### src/rtl/core/crrs_pkg.sv
// ----------------------------------------------------------------------------
// crrs_pkg
// Shared types and codes for the command-parsed round-robin scheduler.
// ----------------------------------------------------------------------------
`default_nettype none

package crrs_pkg;

    // Input item selector
    localparam logic [1:0] CMD_RX_BYTE = 2'd0;
    localparam logic [1:0] CMD_TICK    = 2'd1;
    localparam logic [1:0] CMD_RUN     = 2'd2;

    // Result kinds
    localparam logic [1:0] KIND_TX     = 2'd0;
    localparam logic [1:0] KIND_SWITCH = 2'd1;
    localparam logic [1:0] KIND_PORT   = 2'd2;

    // ASCII codes seen by the parser
    localparam logic [7:0] CH_A  = 8'h41;
    localparam logic [7:0] CH_T  = 8'h54;
    localparam logic [7:0] CH_C  = 8'h43;
    localparam logic [7:0] CH_N  = 8'h4E;
    localparam logic [7:0] CH_S  = 8'h53;
    localparam logic [7:0] CH_Q  = 8'h51;
    localparam logic [7:0] CH_1  = 8'h31;
    localparam logic [7:0] CH_3  = 8'h33;
    localparam logic [7:0] CH_CR = 8'h0D;
    localparam logic [7:0] CH_LF = 8'h0A;
    localparam logic [7:0] CH_O  = 8'h4F;
    localparam logic [7:0] CH_K  = 8'h4B;

    // Task data constants
    localparam logic [7:0] BCD_WRAP     = 8'h10;
    localparam logic [7:0] TOGGLE_RESET = 8'b10101010;
    localparam logic [7:0] RING_SEED    = 8'h01;

    // Task numbers
    localparam logic [1:0] TASK_NONE = 2'd0;
    localparam logic [1:0] TASK_BCD  = 2'd1;
    localparam logic [1:0] TASK_TOG  = 2'd2;
    localparam logic [1:0] TASK_RING = 2'd3;

    localparam int unsigned NUM_TASKS = 3;

    // Parser states
    typedef enum logic [2:0] {
        PS_IDLE  = 3'd0,
        PS_A     = 3'd1,
        PS_T     = 3'd2,
        PS_CLEAR = 3'd3,
        PS_STORE = 3'd4,
        PS_SET   = 3'd5,
        PS_QUIT  = 3'd6,
        PS_END   = 3'd7
    } t_pstate;

    // Request from the front end into the scheduler
    typedef struct packed {
        logic       valid;    // commit this request
        logic       tick;     // advance round-robin
        logic       run;      // execute current task
        logic       en_wr;    // write one enable flag
        logic [1:0] en_idx;   // flag index 0..2
        logic       en_val;   // new flag value
    } t_sched_req;

    // Scheduler response, valid in the same cycle as the request
    typedef struct packed {
        logic [1:0] cur_task;   // task selected now
        logic [1:0] next_task;  // task selected after a tick
        logic [7:0] port;       // port byte of a run step
        logic       run_ok;     // a task is selected
    } t_sched_rsp;

endpackage

`default_nettype wire

### src/rtl/core/command_parsed_round_robin_scheduler.sv
// ----------------------------------------------------------------------------
// command_parsed_round_robin_scheduler
// Line parser, round-robin task scheduler and result sequencer.
// ----------------------------------------------------------------------------
// Each input request is a received byte, a time-slice tick or a run step,
// chosen by tuser. The whole effect of a request is worked out in the cycle
// it is accepted and written into the result register, so a request can be
// taken every cycle while results are drained. A tick or a run step gives
// one result; an LF closing a line gives four (O, K, CR, LF), which the
// single result register sends in turn, so such a request holds the input
// until its last result leaves. Other bytes and a run with no task give
// no result. The next request is taken in the cycle the final result of the
// previous one leaves. No clearing pass is needed after reset.
`default_nettype none

module command_parsed_round_robin_scheduler
    import crrs_pkg::*;
(
    input  wire logic        i_clk,
    input  wire logic        i_rst_n,
    // slave side
    input  wire logic        i_s_axis_tvalid,
    output logic             o_s_axis_tready,
    input  wire logic [7:0]  i_s_axis_tdata,   // [7:0] rx_byte
    input  wire logic [1:0]  i_s_axis_tuser,   // [1:0] cmd
    // master side
    output logic             o_m_axis_tvalid,
    input  wire logic        i_m_axis_tready,
    output logic [23:0]      o_m_axis_tdata,   // [7:0] tx_byte, [9:8] current_task,
                                               // [17:10] port_value, [23:18] zero
    output logic [1:0]       o_m_axis_tuser,   // [1:0] kind
    output logic             o_m_axis_tlast    // last
);

    t_pstate    r_ps, n_ps;
    t_sched_req sreq;
    t_sched_rsp srsp;

    logic       in_fire;
    logic       line_done;
    logic       out_last;
    logic       out_fire;

    // result register
    logic       r_valid, n_valid;
    logic       r_reply, n_reply;
    logic [1:0] r_beat,  n_beat;
    logic [1:0] r_kind,  n_kind;
    logic [1:0] r_task,  n_task;
    logic [7:0] r_port,  n_port;
    logic [7:0] tx_byte;

    assign in_fire  = i_s_axis_tvalid && o_s_axis_tready;
    assign out_last = !r_reply || (r_beat == 2'd3);
    assign out_fire = r_valid && i_m_axis_tready;

    assign o_s_axis_tready = !r_valid || (i_m_axis_tready && out_last);

    // parser state register
    always_ff @(posedge i_clk) begin
        if (!i_rst_n) begin
            r_ps <= PS_IDLE;
        end else begin
            r_ps <= n_ps;
        end
    end

    // parser next state and enable writes
    always_comb begin
        n_ps        = r_ps;
        line_done   = 1'b0;
        sreq.valid  = in_fire;
        sreq.tick   = (i_s_axis_tuser == CMD_TICK);
        sreq.run    = (i_s_axis_tuser == CMD_RUN);
        sreq.en_wr  = 1'b0;
        sreq.en_idx = i_s_axis_tdata[1:0] - CH_1[1:0];
        sreq.en_val = (r_ps == PS_SET);
        if (in_fire && (i_s_axis_tuser == CMD_RX_BYTE)) begin
            case (r_ps)
                PS_IDLE: begin
                    if (i_s_axis_tdata == CH_A)      n_ps = PS_A;
                    else if (i_s_axis_tdata == CH_C) n_ps = PS_CLEAR;
                    else if (i_s_axis_tdata == CH_N) n_ps = PS_STORE;
                    else if (i_s_axis_tdata == CH_S) n_ps = PS_SET;
                    else if (i_s_axis_tdata == CH_Q) n_ps = PS_QUIT;
                end
                PS_A: begin
                    if (i_s_axis_tdata == CH_T) n_ps = PS_T;
                end
                PS_SET, PS_QUIT: begin
                    if (i_s_axis_tdata inside {[CH_1:CH_3]}) begin
                        sreq.en_wr = 1'b1;
                    end else if (i_s_axis_tdata == CH_CR) begin
                        n_ps = PS_END;
                    end
                end
                PS_END: begin
                    if (i_s_axis_tdata == CH_LF) begin
                        n_ps      = PS_IDLE;
                        line_done = 1'b1;
                    end
                end
                default: begin
                    if (i_s_axis_tdata == CH_CR) n_ps = PS_END;
                end
            endcase
        end
    end

    crrs_sched u_sched (
        .i_clk   (i_clk),
        .i_rst_n (i_rst_n),
        .i_req   (sreq),
        .o_rsp   (srsp)
    );

    // result register loading and beat sequencing
    always_comb begin
        n_valid = r_valid;
        n_reply = r_reply;
        n_beat  = r_beat;
        n_kind  = r_kind;
        n_task  = r_task;
        n_port  = r_port;
        if (in_fire) begin
            n_beat = 2'd0;
            n_port = 8'h00;
            case (i_s_axis_tuser)
                CMD_RX_BYTE: begin
                    n_valid = line_done;
                    n_reply = 1'b1;
                    n_kind  = KIND_TX;
                    n_task  = srsp.cur_task;
                end
                CMD_TICK: begin
                    n_valid = 1'b1;
                    n_reply = 1'b0;
                    n_kind  = KIND_SWITCH;
                    n_task  = srsp.next_task;
                end
                CMD_RUN: begin
                    n_valid = srsp.run_ok;
                    n_reply = 1'b0;
                    n_kind  = KIND_PORT;
                    n_task  = srsp.cur_task;
                    n_port  = srsp.port;
                end
                default: n_valid = 1'b0;
            endcase
        end else if (out_fire) begin
            if (out_last) begin
                n_valid = 1'b0;
            end else begin
                n_beat = r_beat + 2'd1;
            end
        end
    end

    always_ff @(posedge i_clk) begin
        if (!i_rst_n) begin
            r_valid <= 1'b0;
            r_reply <= 1'b0;
            r_beat  <= 2'd0;
        end else begin
            r_valid <= n_valid;
            r_reply <= n_reply;
            r_beat  <= n_beat;
        end
    end

    // payload, no reset needed
    always_ff @(posedge i_clk) begin
        r_kind <= n_kind;
        r_task <= n_task;
        r_port <= n_port;
    end

    // OK CR LF reply bytes
    always_comb begin
        tx_byte = 8'h00;
        if (r_reply) begin
            case (r_beat)
                2'd0:    tx_byte = CH_O;
                2'd1:    tx_byte = CH_K;
                2'd2:    tx_byte = CH_CR;
                default: tx_byte = CH_LF;
            endcase
        end
    end

    assign o_m_axis_tvalid = r_valid;
    assign o_m_axis_tdata  = {6'd0, r_port, r_task, tx_byte};
    assign o_m_axis_tuser  = r_kind;
    assign o_m_axis_tlast  = out_last;

endmodule

`default_nettype wire

### src/rtl/core/crrs_sched.sv
// ----------------------------------------------------------------------------
// crrs_sched
// Task enable flags, round-robin selection and the three task data registers.
// ----------------------------------------------------------------------------
`default_nettype none

module crrs_sched
    import crrs_pkg::*;
(
    input  wire logic       i_clk,
    input  wire logic       i_rst_n,
    input  wire t_sched_req i_req,
    output t_sched_rsp      o_rsp
);

    logic [NUM_TASKS-1:0] r_en,   n_en;
    logic [1:0]           r_task, n_task;
    logic [7:0]           r_bcd,  n_bcd;
    logic [7:0]           r_tog,  n_tog;
    logic [7:0]           r_ring, n_ring;

    logic [1:0] next_sel;
    logic [1:0] cand;
    logic       found;
    logic [7:0] bcd_base;
    logic [7:0] ring_shift;
    logic [7:0] port;

    // Circular search starting after the current task
    always_comb begin
        next_sel = TASK_NONE;
        cand     = r_task;
        found    = 1'b0;
        for (int i = 0; i < NUM_TASKS; i++) begin
            cand = (cand == TASK_RING) ? TASK_BCD : cand + 2'd1;
            if (!found && r_en[cand - 2'd1]) begin
                next_sel = cand;
                found    = 1'b1;
            end
        end
    end

    // Task data updates and port byte
    always_comb begin
        bcd_base   = (r_bcd == BCD_WRAP) ? 8'h00 : r_bcd;
        ring_shift = {r_ring[6:0], 1'b0};
        n_bcd      = r_bcd;
        n_tog      = r_tog;
        n_ring     = r_ring;
        port       = 8'h00;
        case (r_task)
            TASK_BCD: begin
                port  = bcd_base;
                n_bcd = bcd_base + 8'd1;
            end
            TASK_TOG: begin
                n_tog = ~r_tog;
                port  = ~r_tog;
            end
            TASK_RING: begin
                n_ring = (ring_shift == 8'h00) ? RING_SEED : ring_shift;
                port   = n_ring;
            end
            default: port = 8'h00;
        endcase
    end

    // Next values of the control registers
    always_comb begin
        n_en   = r_en;
        n_task = r_task;
        if (i_req.valid && i_req.en_wr) begin
            n_en[i_req.en_idx] = i_req.en_val;
        end
        if (i_req.valid && i_req.tick) begin
            n_task = next_sel;
        end
    end

    always_ff @(posedge i_clk) begin
        if (!i_rst_n) begin
            r_en   <= '0;
            r_task <= TASK_NONE;
            r_bcd  <= 8'h00;
            r_tog  <= TOGGLE_RESET;
            r_ring <= 8'h00;
        end else begin
            r_en   <= n_en;
            r_task <= n_task;
            if (i_req.valid && i_req.run) begin
                r_bcd  <= n_bcd;
                r_tog  <= n_tog;
                r_ring <= n_ring;
            end
        end
    end

    assign o_rsp.cur_task  = r_task;
    assign o_rsp.next_task = next_sel;
    assign o_rsp.port      = port;
    assign o_rsp.run_ok    = (r_task != TASK_NONE);

endmodule

`default_nettype wire

### config.mk
export PLATFORM = sky130hd
export DESIGN_NAME = command_parsed_round_robin_scheduler
export DESIGN_NICKNAME = d
export VERILOG_FILES = /design/src/rtl/core/crrs_pkg.sv /design/src/rtl/core/command_parsed_round_robin_scheduler.sv /design/src/rtl/core/crrs_sched.sv
export SDC_FILE = /design/constraint.sdc
export NUM_CORES = 1
export LEC_CHECK = 0
export ABC_AREA = 1
export BUFFER_PORTS_ARGS = -buffer_cell sky130_fd_sc_hd__buf_2
export CORE_AREA = 2 2 79 73
export DETAILED_ROUTE_END_ITERATION = 12
export DIE_AREA = 0 0 81 75
export PLACE_DENSITY_LB_ADDON = 0.1
export SLEW_MARGIN = 40
export SYNTH_ARGS = -nofsm -noshare
export SYNTH_HDL_FRONTEND = slang
export SYNTH_SLANG_ARGS = --single-unit
### constraint.sdc
create_clock -name i_clk -period 4.15 [get_ports i_clk]
set_input_delay 1.0375 -clock i_clk [delete_from_list [all_inputs] [get_ports i_clk]]
set_output_delay 1.0375 -clock i_clk [all_outputs]
set_load 0.1 [all_outputs]
==> metrics.md, run 1 <==
| Metric | Value |
|---|---|
| Outcome | `complete, no violations` |
| Max Freq | `362 MHz` |
| Startpoint types | `primary input` |
| Dpl cell area | `3070 um2` |
| Synth top area share | `0.242` |
| Synth unique cells | `39` |
| Most used cell, CP | `buf_2` |
| Postcts setup bufs | `0` |
| Worst-path clk slew | `0.08 ns` |
| Tcrit/Tclk final | `0.666` |
| P_sw | `335 uW` |
| Primary FF master, synth | `dfxtp_1` |
| Buf/Inv on CP | `2` |
| Area grow syn2layout | `9.24%` |
| H-tree levels | `2` |
| Post-route cell area | `3160 um2` |
| Cts hold-fix bufs | `0` |
| Setup TNS | `0 ns` |
| Cells after Synth | `414` |
| # fillers | `508` |
| Post-CTS sizing | `0` |
| Initial antenna violation count | `0` |
| Required time worst endpoint | `3.11 ns` |
| Layout cells sized above 1 | `0.121` |
| Sequential cell area fraction in the yosys report | `0.366` |
| CTS Sinks | `47` |
| Clock share of power | `0.284` |
| Power Internal | `648 uW` |
| PortBufs | `33` |
| Power density over cell area | `311 nW/um2` |
| Main combinational cell family by area after synthesis | `simple AND/OR/NAND/NOR gates` |
| Fin. Hold Viols | `0` |
| Crit-path max cell delay | `0.43 ns` |
| Clock latency on the worst-skew pair | `0.30 ns` |
| Vias/cell | `4.89` |
| Synth top area cells | `dfxtp_1 24%, edfxtp_1 12%, nand2_1 12%` |
| Combinational power share | `0.223` |
| Top post-synthesis cells by count | `94 x nand2_1, 65 x nor2_1, 60 x inv_1, 35 x dfxtp_1, 26 x a21oi_1` |
| Slew HR | `0.666` |
| Synthesized area per cell | `7.00 um2` |
| Die height | `75 um` |
| Ys async rst share | `0` |
| CP cell instances | `buf_2, nand2_2, nand2_4, buf_2` |
| First-pass GRT wire length | `9.78 mm` |
| VDD IR-drop max | `0.000241 V` |
| CP Capture Type | `output port` |
| CORE AREA | `5190 um2` |
| CP Class | `primary input to output port` |
| Initial Util | `0.558` |
| Wire length per cell | `11.1 um` |
| Synth Area in Adders | `0.0778` |
| Post-synthesis compound-gate area fraction | `0.121` |
| Xor/xnor share of the synthesized area | `0.0121` |
| Critical-path top delay cell | `buf_2` |
| Total gr overflow | `0` |
| CP top delay family | `buffers and inverters` |
| Slew Limit Fails | `0` |
| Layout Skew | `0.00915 ns` |
| Worst min path class | `register to register` |
| Pin slew with the least headroom to its limit | `0.499 ns` |
| Die Area | `6080 um2` |
| Fin crit period | `2.76 ns` |
| Total Routed Length | `5.71 mm` |
| Largest net degree at the start of global routing | `27` |
| Row count | `25` |
| CTS root buf | `clkbuf_8` |
| Number of synthesized register bits | `47` |
| Via count | `2518` |
| Ant diodes | `0` |
| Leak | `1.51 nW` |
| Nets | `479` |
| Count leader, synth | `nand2_1` |
| DRC | `0` |
| Max clock buf depth | `2` |
| Chip width | `81 um` |
| Vias in the first global route | `2221` |
| Gr usage total | `0.204` |
| DP Worst Slack | `1.38 ns` |
| Detail Route Antenna Nets | `0` |
| Final setup margin | `1.39 ns` |
| Post-Synth Simple-Gate Area | `0.301` |
| Critical Path AT | `1.73 ns` |
| Biggest area consumer among synthesized cells | `dfxtp_1` |
| Maximum fanout along the worst path | `4` |
| EDFF count, synth | `12` |
| Final setup viols | `0` |
| Mux share of post-synthesis cell area | `0` |
| Reg power frac | `0.493` |
| Cts bufs inserted | `5` |
| Unrepaired setup endpoints after global routing | `false` |
| Max_cap viols | `0` |
| TritonCTS clock tree | `built` |
| Post-Place Cells | `507` |
| Cell Area, Synth | `2900 um2` |
| Pre-antenna DRT Iters | `5` |
| Placer Congestion | `0.858` |
| Synth warn | `0` |
| Final cell count without fillers | `515` |
| I/O pin cnt | `43` |
| Net Sw Frac | `0.341` |
| Dpl hpwl | `4.41 mm` |
| DR iter-0 viols | `151` |
-- final timing paths --
| path | to | cells past startpoint | slack [ns] | startpoint |
|---|---|---|---|---|
| worst min register to register | u_sched.r_tog[1] | 2 | 0.46 | u_sched.r_tog[1] |
| worst min-delay path | u_sched.r_tog[1] | 2 | 0.46 | u_sched.r_tog[1] |
| worst max register to register | r_task[1] | 10 | 2.00 | u_sched.r_task[0] |
| worst max-delay path | o_s_axis_tready | 4 | 1.39 | i_m_axis_tready |
-- sequential cells by signal, indices dropped and copies added (netlist names) --
name             cells
r_port               8
u_sched.r_bcd        8
u_sched.r_tog        8
u_sched.r_ring       7
r_ps                 3
u_sched.r_en         3
o_m_axis_tuser       2
r_beat               2
r_task               2
u_sched.r_task       2
o_m_axis_tvalid      1
r_reply              1
-- per-stage QoR --
stage / hold WS [ns] / utilization / power (mW)
after floorplan: 0.427 / - / 0.688
after detailed placement: 0.445 / 0.592 / 0.714
after CTS: 0.460 / 0.609 / 0.993
after global placement: 0.438 / 0.592 / 0.713
final: 0.458 / 0.609 / 0.983
after global routing: 0.492 / 0.609 / 1.03
-- cells by family (layout without fill, tap and decap cells) --
logic type,after synthesis,in the layout
AO/OA/AOI/OAI,65,65
flip-flops,47,47
adder cells (fa/ha/maj),18,18
AND/OR/NAND/NOR,199,199
other,1,9
buffers and inverters,80,106
XOR/XNOR,4,4
-- routing by layer --
metal / global-route usage / routed length, um
met5: 0 / 0
met4: 0.0339 / 31
met3: 0.0396 / 297
met2: 0.323 / 2360
met1: 0.295 / 3020
-- tightest hold or removal path, delay by kind of cell, from the launching register on --
| kind | cells | cell delay, ns |
|---|---|---|
| flops | 1 | 0.32 |
| simple gates | 2 | 0.10 |
-- layout by cell type, fill, tap and decap left out, drive strengths merged, types with 2 or more instances in the layout --
cell type  count
clkinv         2
conb           9
a21oi         26
dfxtp         35
nand2        100
nand4          6
a31oi          2
clkbuf         7
inv           64
ha            18
nor3           3
nor2          67
edfxtp        12
o22ai          3
buf           33
o21ai         27
xor2           4
nand3         20
o21a           2
-- layout make-up --
class	count	area, um2	share of cell area
multi-input combinational	295	1510	0.478
sequential	47	1060	0.335
clock buffer	7	86.3	0.0273
clock inverter	1	5.00	0.00158
tap	67	83.8	0.0265
inverter	65	249	0.0787
timing repair buffer	33	165	0.0522
-- power groups by stage --
stage / clock network [mW] / logic [mW] / registers, mW
global route: 0.306 / 0.234 / 0.486
detailed placement: 0 / 0.219 / 0.496
CTS: 0.288 / 0.219 / 0.485
global placement: 0 / 0.218 / 0.495
finish: 0.279 / 0.219 / 0.485
floorplan: 0 / 0.142 / 0.545
(Power assumes the default switching activity.)
==> run 2, diff against run 1 <==
--- a/config.mk
+++ b/config.mk
@@ -7,9 +7,9 @@
 export LEC_CHECK = 0
 export ABC_AREA = 1
 export BUFFER_PORTS_ARGS = -buffer_cell sky130_fd_sc_hd__buf_2
-export CORE_AREA = 2 2 79 73
+export CORE_AREA = 2 2 82 76
 export DETAILED_ROUTE_END_ITERATION = 12
-export DIE_AREA = 0 0 81 75
+export DIE_AREA = 0 0 84 78
 export PLACE_DENSITY_LB_ADDON = 0.1
 export SLEW_MARGIN = 40
 export SYNTH_ARGS = -nofsm -noshare
==> constraint.sdc (replaced) <==
create_clock -name i_clk -period 2.2 [get_ports i_clk]
set_input_delay 0.55 -clock i_clk [delete_from_list [all_inputs] [get_ports i_clk]]
set_output_delay 0.55 -clock i_clk [all_outputs]
set_load 0.1 [all_outputs]
==> metrics.md, run 2 (same netlist as run 1, synthesis figures left out) <==
| Metric | Value |
|---|---|
| Die Area | `6550 um2` |
| Detail Route Antenna Nets | `0` |
| Required time worst endpoint | `1.65 ns` |
| Placer Congestion | `0.847` |
| Worst min path class | `register to register` |
| DR iter-0 viols | `153` |
| Ant diodes | `0` |
| Via count | `2529` |
| H-tree levels | `2` |
| Total Routed Length | `5.84 mm` |
| Slew HR | `0.659` |
| I/O pin cnt | `43` |
| CP Class | `register to output port` |
| Final setup margin | `0.0867 ns` |
| Die height | `78 um` |
| Max_cap viols | `0` |
| Sequential cell area | `1060 um2` |
| Clock latency on the worst-skew pair | `0.30 ns` |
| Vias/cell | `4.85` |
| DP Worst Slack | `0.182 ns` |
| Layout cells sized above 1 | `0.135` |
| Nets | `482` |
| Vias in the first global route | `2285` |
| TritonCTS clock tree | `built` |
| Most frequent cells in the layout | `94 x nand2_1, 62 x nor2_1, 60 x inv_1` |
| Final setup viols | `0` |
| Startpoint types | `register` |
| Critical-path top delay cell | `buf_2` |
| Met2 wire len | `2.42 mm` |
| Layout Skew | `0.00620 ns` |
| Max clock buf depth | `2` |
| CORE AREA | `5630 um2` |
| Worst-path clk slew | `0.08 ns` |
| DRT met1 WL | `3.09 mm` |
| Pin slew with the least headroom to its limit | `0.509 ns` |
| Gr usage total | `0.190` |
| Biggest regs | `r_port: 8 flops, u_sched.r_bcd: 8 flops, u_sched.r_tog: 8 flops` |
| Wire length per cell | `11.2 um` |
| Cts bufs inserted | `5` |
| Pre-antenna DRT Iters | `4` |
| Top Metal Used | `met4` |
| Initial antenna violation count | `0` |
| Largest net degree at the start of global routing | `26` |
| Max Freq | `473 MHz` |
| Outcome | `complete, no violations` |
| Power density over cell area | `593 nW/um2` |
| CP top delay family | `buffers and inverters` |
| Commonest non-fill, non-tap cell in the layout | `nand2_1` |
| Tcrit/Tclk final | `0.961` |
| First-pass GRT wire length | `10.2 mm` |
| VDD IR-drop max | `0.000418 V` |
| Slew Limit Fails | `0` |
| Crit-path max cell delay | `0.43 ns` |
| Unrepaired setup endpoints after global routing | `false` |
| Total gr overflow | `0` |
| Most used cell, CP | `inv_1` |
| CTS Sinks | `47` |
| CP Capture Type | `output port` |
| DRC | `0` |
| Initial Util | `0.515` |
| PortBufs | `33` |
| Leak | `1.53 nW` |
| Area grow syn2layout | `11.0%` |
| Cts hold-fix bufs | `0` |
| Row count | `26` |
| Setup TNS | `0 ns` |
| Fin crit period | `2.11 ns` |
| CP cell instances | `ha_1, inv_1, nand2_4, inv_1, buf_2` |
| Critical Path AT | `1.56 ns` |
| # fillers | `545` |
| Chip width | `84 um` |
| Maximum fanout along the worst path | `5` |
| Fin. Hold Viols | `0` |
| Dpl hpwl | `4.54 mm` |
| Buf/Inv on CP | `3` |
| CTS root buf | `clkbuf_8` |
| Routed length on met3 | `272 um` |
| Multi-input gate area | `1530 um2` |
-- run 2: cell count changes in the layout (fill, tap and decap cells not counted) --
cell and delta:
nand2_2 -1, dfxtp_2 +1, nand2_4 +1, buf_2 -1, dfxtp_1 -1, clkbuf_4 +1
clkinv_2 -1, nor2_2 +3, clkbuf_8 +1, o21ai_0 -1, buf_4 +3, nor2_1 -3
o21ai_1 +1
-- run 2: worst reg2reg max path: stages (launching register included) --
cell	delay [ns]
dfxtp_1	0.41
inv_1	0.14
ha_1	0.37
nand2_1	0.10
o21ai_0	0.08
o21ai_1	0.24
o22ai_1	0.11
inv_1	0.08
nand2_1	0.05
nand2_1	0.05
o21ai_0	0.06
-- run 2: metrics by stage --
step	utilization	cell area (um2)	cells	total power, mW	hold WS [ns]
floorplan	-	2940	422	1.30	0.427
global placement	0.553	3110	513	1.35	0.443
detailed placement	0.553	3110	513	1.36	0.443
CTS	0.571	3210	521	1.92	0.460
global route	0.571	3220	521	1.98	0.494
finish	0.571	3220	521	1.91	0.459
-- run 2: path summary, 6_finish.rpt --
path | slack, ns | cells after the start | start | endpoint
worst max-delay path | 0.09 | 5 | r_beat[0] | o_m_axis_tdata[0]
worst min-delay path | 0.46 | 2 | u_sched.r_tog[1] | u_sched.r_tog[1]
worst max register to register | 0.27 | 10 | u_sched.r_task[0] | r_task[1]
worst min register to register | 0.46 | 2 | u_sched.r_tog[1] | u_sched.r_tog[1]
-- run 2: metal layers --
layer / GRT usage / vias to the layer above
met1: 0.271 / 1096
li1: - / 1370
met4: 0.0581 / 0
met5: 0 / -
met2: 0.291 / 55
met3: 0.0383 / 8
-- run 2: where the power goes --
| part | total, mW | switching, mW | internal, mW |
|---|---|---|---|
| combinational | 0.420 | 0.351 | 0.0689 |
| sequential | 0.916 | 0.0110 | 0.905 |
| clock | 0.571 | 0.284 | 0.287 |
| total | 1.91 | 0.646 | 1.26 |
-- run 2: layout make-up --
class                           count  share of cell area
Multi-Input combinational cell    295               0.475
Sequential cell                    47               0.330
Inverter                           65              0.0774
Timing Repair Buffer               36              0.0591
Clock buffer                        8              0.0311
Tap cell                           70              0.0272
-- run 2: repair_timing --
| action | in CTS | in global routing |
|---|---|---|
| resized for setup | 0 | 2 |
| setup endpoints to repair | 0 | 3 |
| buffers inserted | 0 | 0 |
==> run 3, diff against run 2 <==
--- a/config.mk
+++ b/config.mk
@@ -7,10 +7,12 @@
 export LEC_CHECK = 0
 export ABC_AREA = 1
 export BUFFER_PORTS_ARGS = -buffer_cell sky130_fd_sc_hd__buf_2
+export CAP_MARGIN = 15
 export CORE_AREA = 2 2 82 76
 export DETAILED_ROUTE_END_ITERATION = 12
 export DIE_AREA = 0 0 84 78
-export PLACE_DENSITY_LB_ADDON = 0.1
+export PLACE_DENSITY = 0.75
+export RECOVER_POWER = 25
 export SLEW_MARGIN = 40
 export SYNTH_ARGS = -nofsm -noshare
 export SYNTH_HDL_FRONTEND = slang
==> metrics.md, run 3 (same netlist as run 1, synthesis figures left out) <==
| Metric | Value |
|---|---|
| Outcome | `complete, no violations` |
| Fin. Hold Viols | `0` |
| Nets | `483` |
| Tcrit/Tclk final | `0.934` |
| Most frequent cells in the layout | `96 x nand2_1, 62 x nor2_1, 60 x inv_1` |
| CTS Sinks | `47` |
| Die Area | `6550 um2` |
| TritonCTS clock tree | `built` |
| First-pass GRT wire length | `10.1 mm` |
| DR iter-0 viols | `185` |
| Total gr overflow | `0` |
| CP Class | `register to output port` |
| Post-Place Cells | `514` |
| Vias/cell | `5.00` |
| I/O pin cnt | `43` |
| Row count | `26` |
| Pin slew with the least headroom to its limit | `0.538 ns` |
| Clock latency on the worst-skew pair | `0.30 ns` |
| Pre-antenna DRT Iters | `4` |
| Required time worst endpoint | `1.65 ns` |
| Power density over cell area | `573 nW/um2` |
| Placer Congestion | `0.958` |
| Chip width | `84 um` |
| Fin crit period | `2.06 ns` |
| Dpl cell area | `3120 um2` |
| Die height | `78 um` |
| Max Freq | `486 MHz` |
| PortBufs | `33` |
| Layout cells sized above 1 | `0.128` |
| Area grow syn2layout | `10.3%` |
| VDD IR-drop max | `0.000447 V` |
| Largest net degree at the start of global routing | `26` |
| DRC | `0` |
| Slew HR | `0.643` |
| Final setup viols | `0` |
| Dpl hpwl | `4.63 mm` |
| Worst-path clk slew | `0.08 ns` |
| Post-route cell area | `3200 um2` |
| Via count | `2609` |
| Maximum fanout along the worst path | `4` |
| Wire length per cell | `11.3 um` |
| CORE AREA | `5630 um2` |
| Overall Power | `1.83 mW` |
| Final setup margin | `0.144 ns` |
| Vias in the first global route | `2360` |
| Unrepaired setup endpoints after global routing | `false` |
| Startpoint types | `register` |
| Worst min path class | `register to register` |
| Initial antenna violation count | `0` |
| Max clock buf depth | `2` |
| Slew Limit Fails | `0` |
| # fillers | `537` |
| Cts bufs inserted | `5` |
| Critical Path AT | `1.51 ns` |
| Commonest non-fill, non-tap cell in the layout | `nand2_1` |
| Total Routed Length | `5.91 mm` |
| Biggest regs | `r_port: 8 flops, u_sched.r_bcd: 8 flops, u_sched.r_tog: 8 flops` |
| Final hold slack | `0.470 ns` |
| Gr usage total | `0.187` |
| Layout Skew | `0.00671 ns` |
| Ant diodes | `0` |
| Final cell count without fillers | `522` |
| Postcts setup bufs | `0` |
| CP Capture Type | `output port` |
| Initial Util | `0.515` |
| DP Worst Slack | `0.175 ns` |
| H-tree levels | `2` |
| Leak | `1.53 nW` |
| Detail Route Antenna Nets | `0` |
| CTS root buf | `clkbuf_8` |
| Max_cap viols | `0` |
==> run 3: cell type report <==
cell class / instances / area, um2 / area share
repair buffers: 37 / 199 / 0.0623
clock inverters: 1 / 5.00 / 0.00157
inverters: 65 / 249 / 0.0779
well taps: 70 / 87.6 / 0.0274
flip-flops and latches: 47 / 1060 / 0.332
multi-input cells: 295 / 1520 / 0.475
clock buffers: 7 / 76.3 / 0.0239
==> run 3: through the flow <==
stage | utilization | setup TNS (ns)
floorplan | - | -0.0113
global placement | 0.554 | 0
detailed placement | 0.554 | 0
CTS | 0.569 | 0
global route | 0.568 | 0
finish | 0.568 | 0
==> run 3: final timing paths <==
check	startpoint	endpoint	slack, ns	cells after the start
setup / recovery	r_beat[0]	o_m_axis_tdata[1]	0.14	4
hold / removal	u_sched.r_tog[1]	u_sched.r_tog[1]	0.47	2
setup reg to reg	u_sched.r_task[0]	r_task[1]	0.23	10
hold reg to reg	u_sched.r_tog[1]	u_sched.r_tog[1]	0.47	2
==> run 3: metal layers <==
layer  wire, um  track usage  vias to the layer above  part of all wire
met4         43       0.0484                        0            0.0073
met5          0            0                        -                 0
met3        235       0.0319                        6             0.040
met1       2920        0.252                     1179              0.49
met2       2710        0.310                       63              0.46
li1           -            -                     1361                 -
==> run 3: report_power, final <==
| group | switching, mW | total [mW] | internal (mW) |
|---|---|---|---|
| clock network | 0.268 | 0.492 | 0.223 |
| logic | 0.353 | 0.422 | 0.0693 |
| registers | 0.0111 | 0.916 | 0.905 |
| total | 0.633 | 1.83 | 1.20 |
==> run 3: repair_timing <==
item,4_1_cts,5_1_grt
resized for setup,0,3
setup endpoints to repair,0,3
hold buffers,0,0
==> run 3: worst max-delay path, stage by stage (launching register included) <==
cell and delay, ns:
dfxtp_1 0.38, inv_1 0.11, ha_1 0.22, nor2_2 0.09, buf_2 0.42
